$ cat config.mk
export PLATFORM = sky130hd
export DESIGN_NAME = retrying_command_slot_queue_flat
export DESIGN_NICKNAME = d
export VERILOG_FILES = /design/src/hdl/rcsq_pkg.sv /design/src/hdl/rcsq_if.sv /design/src/hdl/rcsq_mem.sv /design/src/hdl/rcsq_ctrl.sv /design/src/hdl/retrying_command_slot_queue.sv /design/src/flat_wrapper.sv
export SDC_FILE = /design/constraint.sdc
export NUM_CORES = 2
export LEC_CHECK = 0
export BUFFER_PORTS_ARGS = -buffer_cell sky130_fd_sc_hd__buf_2
export CORE_UTILIZATION = 57
export CTS_CLUSTER_SIZE = 25
export DETAILED_ROUTE_END_ITERATION = 16
export GPL_TIMING_DRIVEN = 0
export PLACE_DENSITY_LB_ADDON = 0.2
export SLEW_MARGIN = 20
export SYNTH_ARGS = -nofsm -noshare
export SYNTH_HDL_FRONTEND = slang
export SYNTH_HIERARCHICAL = 1
export SYNTH_SLANG_ARGS = --single-unit
$ cat constraint.sdc
create_clock -name clock -period 4.7 [get_ports clock]
set_input_delay 0.94 -clock clock [delete_from_list [all_inputs] [get_ports clock]]
set_output_delay 0.94 -clock clock [all_outputs]
set_load 0.005 [all_outputs]
$ cat src/hdl/rcsq_pkg.sv
// Package for the retrying command slot queue.
// Holds the sizes, status codes, state machine type and the structs shared by the memory, sequencer and top level.
// Depends on nothing.
`default_nettype none

package rcsq_pkg;

   // Table size and derived widths.
   localparam int SLOTS = 64;
   localparam int IDX_W = $clog2(SLOTS);
   localparam int CNT_W = $clog2(SLOTS + 1);
   localparam int GAVE_W = 7;
   localparam logic [GAVE_W-1:0] GAVE_MAX = 7'd127;

   // Retry limit after reset.
   localparam logic [2:0] LIMIT_RESET = 3'd5;

   // Function codes of an input item.
   localparam logic FUNC_PUSH = 1'b0;
   localparam logic FUNC_SERVICE = 1'b1;

   // Result status codes.
   typedef enum logic [2:0] {
      ST_IDLE      = 3'd0,
      ST_SENT_OK   = 3'd1,
      ST_SEND_FAIL = 3'd2,
      ST_PUSHED    = 3'd3,
      ST_FULL      = 3'd4
   } status_type;

   // Sequencer states.
   typedef enum logic [1:0] {
      FSM_IDLE,
      FSM_PUSH,
      FSM_SCAN,
      FSM_DONE
   } fsm_type;

   // One accepted input item.
   typedef struct packed {
      logic       func;
      logic [7:0] cmd_byte;
      logic [7:0] value_byte;
      logic       write_ok;
   } item_type;

   // One slot of the command memory.
   typedef struct packed {
      logic [7:0] cmd;
      logic [7:0] value;
      logic [2:0] retries;
   } slot_type;

   // One result item.
   typedef struct packed {
      status_type        status;
      logic [7:0]        send_cmd;
      logic [7:0]        send_value;
      logic              bus_reset;
      logic [GAVE_W-1:0] given_up;
   } result_type;

   // Command memory port controls from the sequencer.
   typedef struct packed {
      logic             wr_en;
      logic [IDX_W-1:0] wr_addr;
      slot_type         wr_data;
      logic             rd_en;
      logic [IDX_W-1:0] rd_addr;
   } mem_req_type;

endpackage

`default_nettype wire

$ cat src/hdl/rcsq_if.sv
// Channel interfaces of the retrying command slot queue: request, response and register write.
// Depends on nothing.
`default_nettype none

// Request channel: one item per handshake.
interface rcsq_req_if;
   logic       valid;
   logic       ready;
   logic       func;
   logic [7:0] cmd_byte;
   logic [7:0] value_byte;
   logic       write_ok;

   modport source (output valid, func, cmd_byte, value_byte, write_ok, input ready);
   modport sink (input valid, func, cmd_byte, value_byte, write_ok, output ready);
endinterface

// Response channel: one result item per handshake.
interface rcsq_rsp_if;
   logic       valid;
   logic       ready;
   logic [2:0] status;
   logic [7:0] send_cmd;
   logic [7:0] send_value;
   logic       bus_reset;
   logic [6:0] given_up;

   modport source (output valid, status, send_cmd, send_value, bus_reset, given_up,
                   input ready);
   modport sink (input valid, status, send_cmd, send_value, bus_reset, given_up,
                 output ready);
endinterface

// Register write channel carrying the retry limit.
interface rcsq_csr_if;
   logic       valid;
   logic       ready;
   logic [2:0] data;

   modport source (output valid, data, input ready);
   modport sink (input valid, data, output ready);
endinterface

`default_nettype wire

$ cat src/hdl/rcsq_mem.sv
// Command memory: one slot per entry holding command, value and retry count.
// One write and one read port, read data registered. Depends on rcsq_pkg.
`default_nettype none

module rcsq_mem (
   input  logic                  clock,
   input  rcsq_pkg::mem_req_type mem_req,
   output rcsq_pkg::slot_type    rd_data
);

   rcsq_pkg::slot_type slot_mem_ff [rcsq_pkg::SLOTS];
   rcsq_pkg::slot_type rd_data_ff;

   // Write port.
   always_ff @(posedge clock) begin
      if (mem_req.wr_en) begin
         slot_mem_ff[mem_req.wr_addr] <= mem_req.wr_data;
      end
   end

   // Read port, read data registered.
   always_ff @(posedge clock) begin
      if (mem_req.rd_en) begin
         rd_data_ff <= slot_mem_ff[mem_req.rd_addr];
      end
   end

   assign rd_data = rd_data_ff;

endmodule

`default_nettype wire

$ cat src/hdl/rcsq_ctrl.sv
// Sequencer of the slot queue: holds the pending flags and runs push and service scans
// over the command memory. Depends on rcsq_pkg.
`default_nettype none

module rcsq_ctrl (
   input  logic                  clock,
   input  logic                  reset,
   input  logic                  item_accept,
   input  rcsq_pkg::item_type    item,
   input  logic [2:0]            retry_limit,
   output logic                  item_ready,
   output logic                  res_valid,
   input  logic                  res_take,
   output rcsq_pkg::result_type  res,
   output rcsq_pkg::mem_req_type mem_req,
   input  rcsq_pkg::slot_type    rd_data
);

   rcsq_pkg::fsm_type                 state_ff, state_in;
   logic [rcsq_pkg::SLOTS-1:0]        pend_ff, pend_in;
   logic [rcsq_pkg::CNT_W-1:0]        idx_ff, idx_in;
   logic                              chk_vld_ff, chk_vld_in;
   logic [rcsq_pkg::IDX_W-1:0]        chk_idx_ff, chk_idx_in;
   rcsq_pkg::item_type                item_ff, item_in;
   logic [rcsq_pkg::GAVE_W-1:0]       gave_ff, gave_in;
   rcsq_pkg::result_type              res_ff, res_in;

   logic                              idx_end;
   logic [rcsq_pkg::IDX_W-1:0]        idx_lo;
   logic                              chk_pend;
   logic                              hit;
   logic                              drop;
   logic                              push_free;
   logic                              scan_empty;

   // Scan decisions for the slot being issued and the slot being checked.
   always_comb begin
      idx_end    = (idx_ff == rcsq_pkg::CNT_W'(rcsq_pkg::SLOTS));
      idx_lo     = idx_ff[rcsq_pkg::IDX_W-1:0];
      chk_pend   = pend_ff[chk_idx_ff];
      hit        = chk_vld_ff && chk_pend && (rd_data.retries < retry_limit);
      drop       = chk_vld_ff && chk_pend && !(rd_data.retries < retry_limit);
      push_free  = !idx_end && !pend_ff[idx_lo];
      scan_empty = !chk_vld_ff && idx_end;
   end

   // Next state.
   always_comb begin
      state_in = state_ff;
      case (state_ff)
         rcsq_pkg::FSM_IDLE: begin
            if (item_accept) begin
               state_in = (item.func == rcsq_pkg::FUNC_SERVICE) ? rcsq_pkg::FSM_SCAN
                                                                 : rcsq_pkg::FSM_PUSH;
            end
         end
         rcsq_pkg::FSM_PUSH: begin
            if (idx_end || push_free) begin
               state_in = rcsq_pkg::FSM_DONE;
            end
         end
         rcsq_pkg::FSM_SCAN: begin
            if (hit || scan_empty) begin
               state_in = rcsq_pkg::FSM_DONE;
            end
         end
         rcsq_pkg::FSM_DONE: begin
            if (res_take) begin
               state_in = rcsq_pkg::FSM_IDLE;
            end
         end
         default: begin
            state_in = rcsq_pkg::FSM_IDLE;
         end
      endcase
   end

   // Datapath updates and memory accesses for each state.
   always_comb begin
      pend_in    = pend_ff;
      idx_in     = idx_ff;
      chk_vld_in = chk_vld_ff;
      chk_idx_in = chk_idx_ff;
      item_in    = item_ff;
      gave_in    = gave_ff;
      res_in     = res_ff;
      mem_req    = '0;
      case (state_ff)
         rcsq_pkg::FSM_IDLE: begin
            if (item_accept) begin
               item_in    = item;
               idx_in     = '0;
               chk_vld_in = 1'b0;
               gave_in    = '0;
            end
         end
         rcsq_pkg::FSM_PUSH: begin
            // Look for the lowest free slot, one flag per cycle.
            res_in = '0;
            if (idx_end) begin
               res_in.status = rcsq_pkg::ST_FULL;
            end else if (push_free) begin
               mem_req.wr_en           = 1'b1;
               mem_req.wr_addr         = idx_lo;
               mem_req.wr_data.cmd     = item_ff.cmd_byte;
               mem_req.wr_data.value   = item_ff.value_byte;
               mem_req.wr_data.retries = 3'd0;
               pend_in[idx_lo]         = 1'b1;
               res_in.status           = rcsq_pkg::ST_PUSHED;
            end else begin
               idx_in = rcsq_pkg::CNT_W'(idx_ff + 1'b1);
            end
         end
         rcsq_pkg::FSM_SCAN: begin
            // Issue the read of the next slot while checking the previous one.
            mem_req.rd_en   = !idx_end;
            mem_req.rd_addr = idx_lo;
            chk_vld_in      = !idx_end;
            chk_idx_in      = idx_lo;
            if (!idx_end) begin
               idx_in = rcsq_pkg::CNT_W'(idx_ff + 1'b1);
            end
            if (hit) begin
               // First slot under the limit: count the attempt and send it.
               mem_req.wr_en           = 1'b1;
               mem_req.wr_addr         = chk_idx_ff;
               mem_req.wr_data.cmd     = rd_data.cmd;
               mem_req.wr_data.value   = rd_data.value;
               mem_req.wr_data.retries = 3'(rd_data.retries + 3'd1);
               if (item_ff.write_ok) begin
                  pend_in[chk_idx_ff] = 1'b0;
               end
               res_in.status     = item_ff.write_ok ? rcsq_pkg::ST_SENT_OK
                                                    : rcsq_pkg::ST_SEND_FAIL;
               res_in.send_cmd   = rd_data.cmd;
               res_in.send_value = rd_data.value;
               res_in.bus_reset  = !item_ff.write_ok;
               res_in.given_up   = gave_ff;
               chk_vld_in        = 1'b0;
            end else if (drop) begin
               // Retries exhausted: release the slot and count it.
               pend_in[chk_idx_ff] = 1'b0;
               if (gave_ff != rcsq_pkg::GAVE_MAX) begin
                  gave_in = rcsq_pkg::GAVE_W'(gave_ff + 1'b1);
               end
            end
            if (scan_empty) begin
               res_in          = '0;
               res_in.status   = rcsq_pkg::ST_IDLE;
               res_in.given_up = gave_ff;
            end
         end
         rcsq_pkg::FSM_DONE: begin
            res_in = res_ff;
         end
         default: begin
            res_in = res_ff;
         end
      endcase
   end

   // Control registers.
   always_ff @(posedge clock) begin
      if (reset) begin
         state_ff   <= rcsq_pkg::FSM_IDLE;
         pend_ff    <= '0;
         chk_vld_ff <= 1'b0;
      end else begin
         state_ff   <= state_in;
         pend_ff    <= pend_in;
         chk_vld_ff <= chk_vld_in;
      end
   end

   // Payload registers.
   always_ff @(posedge clock) begin
      idx_ff     <= idx_in;
      chk_idx_ff <= chk_idx_in;
      item_ff    <= item_in;
      gave_ff    <= gave_in;
      res_ff     <= res_in;
   end

   assign item_ready = (state_ff == rcsq_pkg::FSM_IDLE);
   assign res_valid  = (state_ff == rcsq_pkg::FSM_DONE);
   assign res        = res_ff;

endmodule

`default_nettype wire

$ cat src/hdl/retrying_command_slot_queue.sv
// Top level of the retrying command slot queue: channels, retry limit register,
// response register. Depends on rcsq_pkg, rcsq_if, rcsq_mem and rcsq_ctrl.
//
//   Channel   Direction  Carries
//   req_ch    in         func, cmd_byte, value_byte, write_ok
//   rsp_ch    out        status, send_cmd, send_value, bus_reset, given_up
//   csr_ch    in         retry_limit write data
//
// One item at a time. A push walks the pending flags one slot a cycle from index 0 and
// writes the lowest free slot, or reports ST_FULL when every flag is set.
// A service scan reads the command memory one slot a cycle through the registered read
// port and sends the first pending slot under the retry limit, or reports ST_IDLE.
// Reset clears the pending flags at once; there is no clearing pass.
// A result waits in the response register; the next item is taken while it waits.
`default_nettype none

module retrying_command_slot_queue (
   input  logic        clock,
   input  logic        reset,
   rcsq_req_if.sink    req_ch,
   rcsq_rsp_if.source  rsp_ch,
   rcsq_csr_if.sink    csr_ch
);

   logic [2:0]            limit_ff, limit_in;
   logic                  rsp_vld_ff, rsp_vld_in;
   rcsq_pkg::result_type  rsp_data_ff, rsp_data_in;

   logic                  item_accept;
   rcsq_pkg::item_type    item;
   logic                  item_ready;
   logic                  res_valid;
   logic                  res_take;
   rcsq_pkg::result_type  res;
   rcsq_pkg::mem_req_type mem_req;
   rcsq_pkg::slot_type    rd_data;

   // Request side.
   assign req_ch.ready    = item_ready;
   assign item_accept     = req_ch.valid && item_ready;
   assign item.func       = req_ch.func;
   assign item.cmd_byte   = req_ch.cmd_byte;
   assign item.value_byte = req_ch.value_byte;
   assign item.write_ok   = req_ch.write_ok;

   // Retry limit register.
   assign csr_ch.ready = 1'b1;
   always_comb begin
      limit_in = limit_ff;
      if (csr_ch.valid) begin
         limit_in = csr_ch.data;
      end
   end

   // Response register loads when empty or being emptied.
   assign res_take = res_valid && (!rsp_vld_ff || rsp_ch.ready);
   always_comb begin
      rsp_vld_in  = rsp_vld_ff;
      rsp_data_in = rsp_data_ff;
      if (res_take) begin
         rsp_vld_in  = 1'b1;
         rsp_data_in = res;
      end else if (rsp_ch.ready) begin
         rsp_vld_in = 1'b0;
      end
   end

   always_ff @(posedge clock) begin
      if (reset) begin
         limit_ff   <= rcsq_pkg::LIMIT_RESET;
         rsp_vld_ff <= 1'b0;
      end else begin
         limit_ff   <= limit_in;
         rsp_vld_ff <= rsp_vld_in;
      end
   end

   always_ff @(posedge clock) begin
      rsp_data_ff <= rsp_data_in;
   end

   assign rsp_ch.valid      = rsp_vld_ff;
   assign rsp_ch.status     = rsp_data_ff.status;
   assign rsp_ch.send_cmd   = rsp_data_ff.send_cmd;
   assign rsp_ch.send_value = rsp_data_ff.send_value;
   assign rsp_ch.bus_reset  = rsp_data_ff.bus_reset;
   assign rsp_ch.given_up   = rsp_data_ff.given_up;

   // Sequencer and command memory.
   rcsq_ctrl u_ctrl (
      .clock       (clock),
      .reset       (reset),
      .item_accept (item_accept),
      .item        (item),
      .retry_limit (limit_ff),
      .item_ready  (item_ready),
      .res_valid   (res_valid),
      .res_take    (res_take),
      .res         (res),
      .mem_req     (mem_req),
      .rd_data     (rd_data)
   );

   rcsq_mem u_mem (
      .clock   (clock),
      .mem_req (mem_req),
      .rd_data (rd_data)
   );

   // A bus reset is shown exactly with a failed send.
   assert property (@(posedge clock) disable iff (reset)
      rsp_ch.valid |-> (rsp_ch.bus_reset == (rsp_ch.status == rcsq_pkg::ST_SEND_FAIL)))
      else $error("bus_reset does not match a failed send");

   // A push result never reports released slots or bus data.
   assert property (@(posedge clock) disable iff (reset)
      (rsp_ch.valid && (rsp_ch.status == rcsq_pkg::ST_PUSHED ||
                        rsp_ch.status == rcsq_pkg::ST_FULL))
      |-> (rsp_ch.given_up == '0 && rsp_ch.send_cmd == '0 && rsp_ch.send_value == '0))
      else $error("push result carries scan fields");

   // Only one item is in work: the request side closes after an accept.
   assert property (@(posedge clock) disable iff (reset)
      (req_ch.valid && req_ch.ready) |=> !req_ch.ready)
      else $error("second item taken while one is in work");

   // A register write lands in the retry limit.
   assert property (@(posedge clock) disable iff (reset)
      (csr_ch.valid && csr_ch.ready) |=> (limit_ff == $past(csr_ch.data)))
      else $error("retry limit write lost");

endmodule

`default_nettype wire
$ cat src/flat_wrapper.sv
// flat-port wrapper written by rule: the top's interface ports become plain ports
module retrying_command_slot_queue_flat 
  (clock, reset, req_ch_valid, req_ch_func, req_ch_cmd_byte, req_ch_value_byte, req_ch_write_ok, req_ch_ready, rsp_ch_valid, rsp_ch_status, rsp_ch_send_cmd, rsp_ch_send_value, rsp_ch_bus_reset, rsp_ch_given_up, rsp_ch_ready, csr_ch_valid, csr_ch_data, csr_ch_ready);
  rcsq_req_if req_ch_i ();
  rcsq_rsp_if rsp_ch_i ();
  rcsq_csr_if csr_ch_i ();
  input  logic clock;
  input  logic reset;
  input wire logic [$bits(req_ch_i.valid)-1:0] req_ch_valid;
  input wire logic [$bits(req_ch_i.func)-1:0] req_ch_func;
  input wire logic [$bits(req_ch_i.cmd_byte)-1:0] req_ch_cmd_byte;
  input wire logic [$bits(req_ch_i.value_byte)-1:0] req_ch_value_byte;
  input wire logic [$bits(req_ch_i.write_ok)-1:0] req_ch_write_ok;
  output wire logic [$bits(req_ch_i.ready)-1:0] req_ch_ready;
  output wire logic [$bits(rsp_ch_i.valid)-1:0] rsp_ch_valid;
  output wire logic [$bits(rsp_ch_i.status)-1:0] rsp_ch_status;
  output wire logic [$bits(rsp_ch_i.send_cmd)-1:0] rsp_ch_send_cmd;
  output wire logic [$bits(rsp_ch_i.send_value)-1:0] rsp_ch_send_value;
  output wire logic [$bits(rsp_ch_i.bus_reset)-1:0] rsp_ch_bus_reset;
  output wire logic [$bits(rsp_ch_i.given_up)-1:0] rsp_ch_given_up;
  input wire logic [$bits(rsp_ch_i.ready)-1:0] rsp_ch_ready;
  input wire logic [$bits(csr_ch_i.valid)-1:0] csr_ch_valid;
  input wire logic [$bits(csr_ch_i.data)-1:0] csr_ch_data;
  output wire logic [$bits(csr_ch_i.ready)-1:0] csr_ch_ready;
  assign req_ch_i.valid = req_ch_valid;
  assign req_ch_i.func = req_ch_func;
  assign req_ch_i.cmd_byte = req_ch_cmd_byte;
  assign req_ch_i.value_byte = req_ch_value_byte;
  assign req_ch_i.write_ok = req_ch_write_ok;
  assign req_ch_ready = req_ch_i.ready;
  assign rsp_ch_valid = rsp_ch_i.valid;
  assign rsp_ch_status = rsp_ch_i.status;
  assign rsp_ch_send_cmd = rsp_ch_i.send_cmd;
  assign rsp_ch_send_value = rsp_ch_i.send_value;
  assign rsp_ch_bus_reset = rsp_ch_i.bus_reset;
  assign rsp_ch_given_up = rsp_ch_i.given_up;
  assign rsp_ch_i.ready = rsp_ch_ready;
  assign csr_ch_i.valid = csr_ch_valid;
  assign csr_ch_i.data = csr_ch_data;
  assign csr_ch_ready = csr_ch_i.ready;
  retrying_command_slot_queue u_core (.clock(clock), .reset(reset), .req_ch(req_ch_i), .rsp_ch(rsp_ch_i), .csr_ch(csr_ch_i));
endmodule
==> results.md <==
- Status: complete, but fails checks
- Failing checks: setup timing
- Core area: between 0.09 and 0.1 mm^2
- Avg Vias per Cell: slightly below 7
- R2R Path Start: u_core/u_ctrl/idx_ff[1]
- Antenna Nets Post-Route: 0
- H-tree depth: 4
- Sequential cell area fraction in the yosys report: 0.741
- Dpl ws: -1890 ps
- Die Y: 314 um
- Clk pwr share: 0.334
- Wire length on met1: approximately 62000 um
- Slew margin rel.: 0.203
- CP startpoint: u_core/u_ctrl/idx_ff[1]
- Clock Sinks: 1397
- Skew-Pair Late Insertion Delay: approximately 760 ps
- Combinational share of power: 0.210
- Clk buf depth: 3
- Final worst slack: -79.1 ps
- Power per cell area: ~490 mW/mm^2
- Worst R2R Setup Slack: -80 ps
- Die W: ~310 um
- Worst setup EP type: flop
- P_int: 22700 uW
- Worst VDD drop: around 0.44 mV
- Most used cell along the critical path: buf_2
- Critical-path cell list: buf_2 -> buf_2 -> buf_2 -> a32oi_1 -> o211ai_1 -> a211oi_1 -> nand4_1 -> nor2_2 -> buf_2 -> a22o_4 -> nor2b_2 -> nand3_4 -> nor2_4 -> buf_12
- Min-Delay Path Class: input port to flop
- Met3 wire len: 18400 um
- Register-to-Register Path Depth: 14
- Crit path time final: 4780 ps
- Syn Area/Cell: approximately 19 um^2
- Starting DRC count in detailed routing: 4786
- Sw power: between 9000 and 10000 uW
- DP Wirelength: ~100000 um
- R2r endpoint: u_core/u_mem/slot_mem_ff[35][12]
- Setup crit start kind: flop
- Hold Vio Cnt, Final: 0
- FMAX: 0.209 GHz
- YS warnings: 6
- Initial antenna violation count: 10
- CTS tree: built
- GRT Overall Usage: 0.334
- Max-slew violation count: 0
- Sequential Power Share: 0.455
- Yosys cell types: 73
- Area Overhead vs Synth: 16.6%
- Drc violations: 0
- CP max stage delay: between 400 and 500 ps
- Final WL: between 150000 and 200000 um
- Vias in the first global route: 31300
- CP max stage cell: edfxtp_1
- Fill count: 6087
- Drt first pass iters: 6
- Layout cells sized above 1: 0.291
- Endpoints failing setup: roughly 200
- Crit Path Max Fanout: 19
- PortBufs: 54
- Pleak: 0.0204 uW
- GRT Residual Overflow: 0
- Worst slew pin tran: between 1000 and 1500 ps
- Cell Area, Placed: roughly 0.059 mm^2
- Synthesized Nets: roughly 2900
- Initial Utilization: 0.575
- Met2 WL: 74400 um
- First-pass GRT wire length: approximately 230000 um
- Total CTS buffers: 140
- Setup CP Type: flop to flop
- Post-Syn Area: about 0.056 mm^2
- Unrepaired setup endpoints after global routing: yes
- Period utilization: 1.02
- Post-synth EDFFs: 1326
- Ys async rst share: 0
- WL/cell: 35.3 um
- Final hold slack: approximately 370 ps
- Maximum number of pins on one net before global-route repair: 65
- Synthesized instance count: just under 3000
- Worst setup path end: u_core/u_mem/slot_mem_ff[35][12]
- Final Net Count: around 3300
- Vias: 31800
- Synthesis-stage register bit count: between 1000 and 1500
- Max-Cap Viols: 0
- GPL Wtd Cong: between 0.9 and 1
- CP Data Required Time: 5140 ps
- Ys flop type: edfxtp_1
- I/O Pins: 56
- Final instance area: about 0.065 mm^2
- Hold Buf Count CTS: 0
- Worst EP arrival: 5220 ps
- Final Skew: 25.2 ps
- Clock transition at path regs: 60 ps
- Highest Signal Layer: met5
- FP Rows: 114
- Die area: just under 0.1 mm^2
- Clk root buf: clkbuf_16
- Switching Fraction: 0.294
- Power, Total: between 30000 and 40000 uW
-- state kept, by name, indices dropped and copies added, names as in the netlist --
signal	count
u_core/u_ctrl/gave_ff	7
u_core/rsp_ch.valid	1
u_core/u_mem/slot_mem_ff	1216
u_core/rsp_ch.given_up	7
u_core/rsp_ch.status	3
u_core/rsp_ch.bus_reset	1
u_core/u_mem/rd_data	19
u_core/rsp_ch.send_cmd	8
u_core/u_ctrl/pend_ff	64
u_core/u_ctrl/idx_ff	7
u_core/rsp_ch.send_value	8
u_core/u_ctrl/res	27
u_core/u_ctrl/state_ff	2
u_core/u_ctrl/chk_vld_ff	1
u_core/u_ctrl/chk_idx_ff	6
u_core/u_ctrl/item_ff	17
u_core/limit_ff	3
-- placed cells by master, fill, tap and decap left out, drive strengths merged, types with 44 or more instances in the layout --
| master | netlist | routed |
|---|---|---|
| clkbuf | 84 | 250 |
| nand2 | 60 | 60 |
| nand3 | 44 | 44 |
| a31oi | 53 | 53 |
| edfxtp | 1326 | 1326 |
| mux2i | 157 | 157 |
| buf | 106 | 291 |
| o22ai | 45 | 45 |
| dfxtp | 71 | 71 |
| and2 | 55 | 55 |
| nor2 | 109 | 109 |
| a22oi | 57 | 57 |
| o21ai | 51 | 51 |
| clkinv | 2 | 54 |
| mux4 | 275 | 275 |
-- cells in the mapped netlist (14+ instances only) --
cell type | number | area share
nand2_1 | 60 | 0.0040
buf_4 | 27 | 0.0036
and3_1 | 20 | 0.0022
and2_1 | 55 | 0.0062
nor2_1 | 108 | 0.0073
inv_1 | 14 | 0.00094
o21ai_0 | 49 | 0.0044
o22ai_1 | 45 | 0.0051
buf_6 | 18 | 0.0036
dfxtp_1 | 71 | 0.026
a21oi_1 | 38 | 0.0034
edfxtp_1 | 1326 | 0.72
mux2_2 | 37 | 0.0075
a22o_1 | 24 | 0.0038
o31ai_1 | 16 | 0.0022
clkbuf_1 | 83 | 0.0056
buf_2 | 53 | 0.0048
a31oi_1 | 53 | 0.0060
mux4_2 | 275 | 0.11
a311oi_1 | 15 | 0.0024
a22oi_1 | 57 | 0.0077
nor3_1 | 32 | 0.0029
nand2b_1 | 14 | 0.0016
a211oi_1 | 22 | 0.0030
mux2i_1 | 157 | 0.028
nor2b_1 | 27 | 0.0030
nand3_1 | 44 | 0.0040
-- how the worst min path moves through the flow --
stage | cells after the start | to | start | slack [ps]
3_3_place_gp | 0 | u_core/rsp_ch.send_cmd[7] | u_core/u_ctrl/res[23] | 410
6_report | 1 | u_core/u_ctrl/item_ff[13] | req_ch_cmd_byte[4] | 370
2_1_floorplan | 0 | u_core/rsp_ch.bus_reset | u_core/u_ctrl/res[7] | 400
3_5_place_dp | 0 | u_core/rsp_ch.send_value[2] | u_core/u_ctrl/res[10] | 400
5_1_grt | 1 | u_core/u_ctrl/item_ff[3] | req_ch_value_byte[2] | 350
4_1_cts | 1 | u_core/u_ctrl/item_ff[13] | req_ch_cmd_byte[4] | 320
-- power groups by stage --
stage | Clock (uW) | Sequential (uW) | Combinational (uW)
4_1_cts | 10800 | 14600 | 6520
6_report | 10700 | 14600 | 6740
2_1_floorplan | 0 | 14700 | 3850
3_5_place_dp | 0 | 14900 | 6340
3_3_place_gp | 0 | 14900 | 6140
5_1_grt | 11300 | 14600 | 6930
-- stage by stage --
| step | util | std cells | TNS, ps |
|---|---|---|---|
| detailed placement | 0.607 | 4266 | -1783870 |
| floorplan | - | 2904 | -3770 |
| global placement | 0.595 | 4234 | -4134760 |
| global route | 0.671 | 4603 | -148 |
| CTS | 0.669 | 4600 | -3.80 |
| finish | 0.671 | 4605 | -9860 |
-- area by class of cell --
class                   instances  area [um^2]  area share
flip-flops and latches       1397        41200       0.636
multi-input cells            1301        14300       0.221
well taps                    1276         1600      0.0246
clock buffers                 174         3730      0.0574
clock inverters                71          628     0.00968
repair buffers                187         2250      0.0347
diodes                          2         5.00   0.0000771
plain buffers                 181         1050      0.0162
inverters                      16         63.8    0.000983
-- worst max-delay path, delay by kind of cell, from the launching register on --
kind / cells / cell delay (ps)
simple gates: 5 / 1480
buf+inv: 5 / 1310
compound gates: 4 / 1160
flops: 1 / 460
-- repair_timing --
action | 4_1_cts | 5_1_grt
cloned | 0 | 0
hold endpoints to repair | 0 | 0
setup buffers | 96 | 5
gates resized for setup | 102 | 34
endpoints found under the setup margin | 1484 | 1175
pin swaps | 69 | 2
-- cells by family after synthesis --
family                     count (synthesis)  synth area share
DFF                                     1397             0.741
muxes                                    470             0.147
and+or+nand+nor                          417            0.0388
AOI/OAI and AO/OA                        392            0.0492
buffers and inverters                    206            0.0194
xor gates and xnor gates                  11           0.00173
adders and majority gates                 10           0.00225
other                                      1         0.0000674
-- layer usage --
layer / global-route usage / up-vias
met3: 0.0752 / 395
met2: 0.501 / 2191
met4: 0.152 / 8
met1: 0.472 / 16500
li1: - / 12700
met5: 0 / -
No activity file was read; power rests on OpenSTA's default activity.
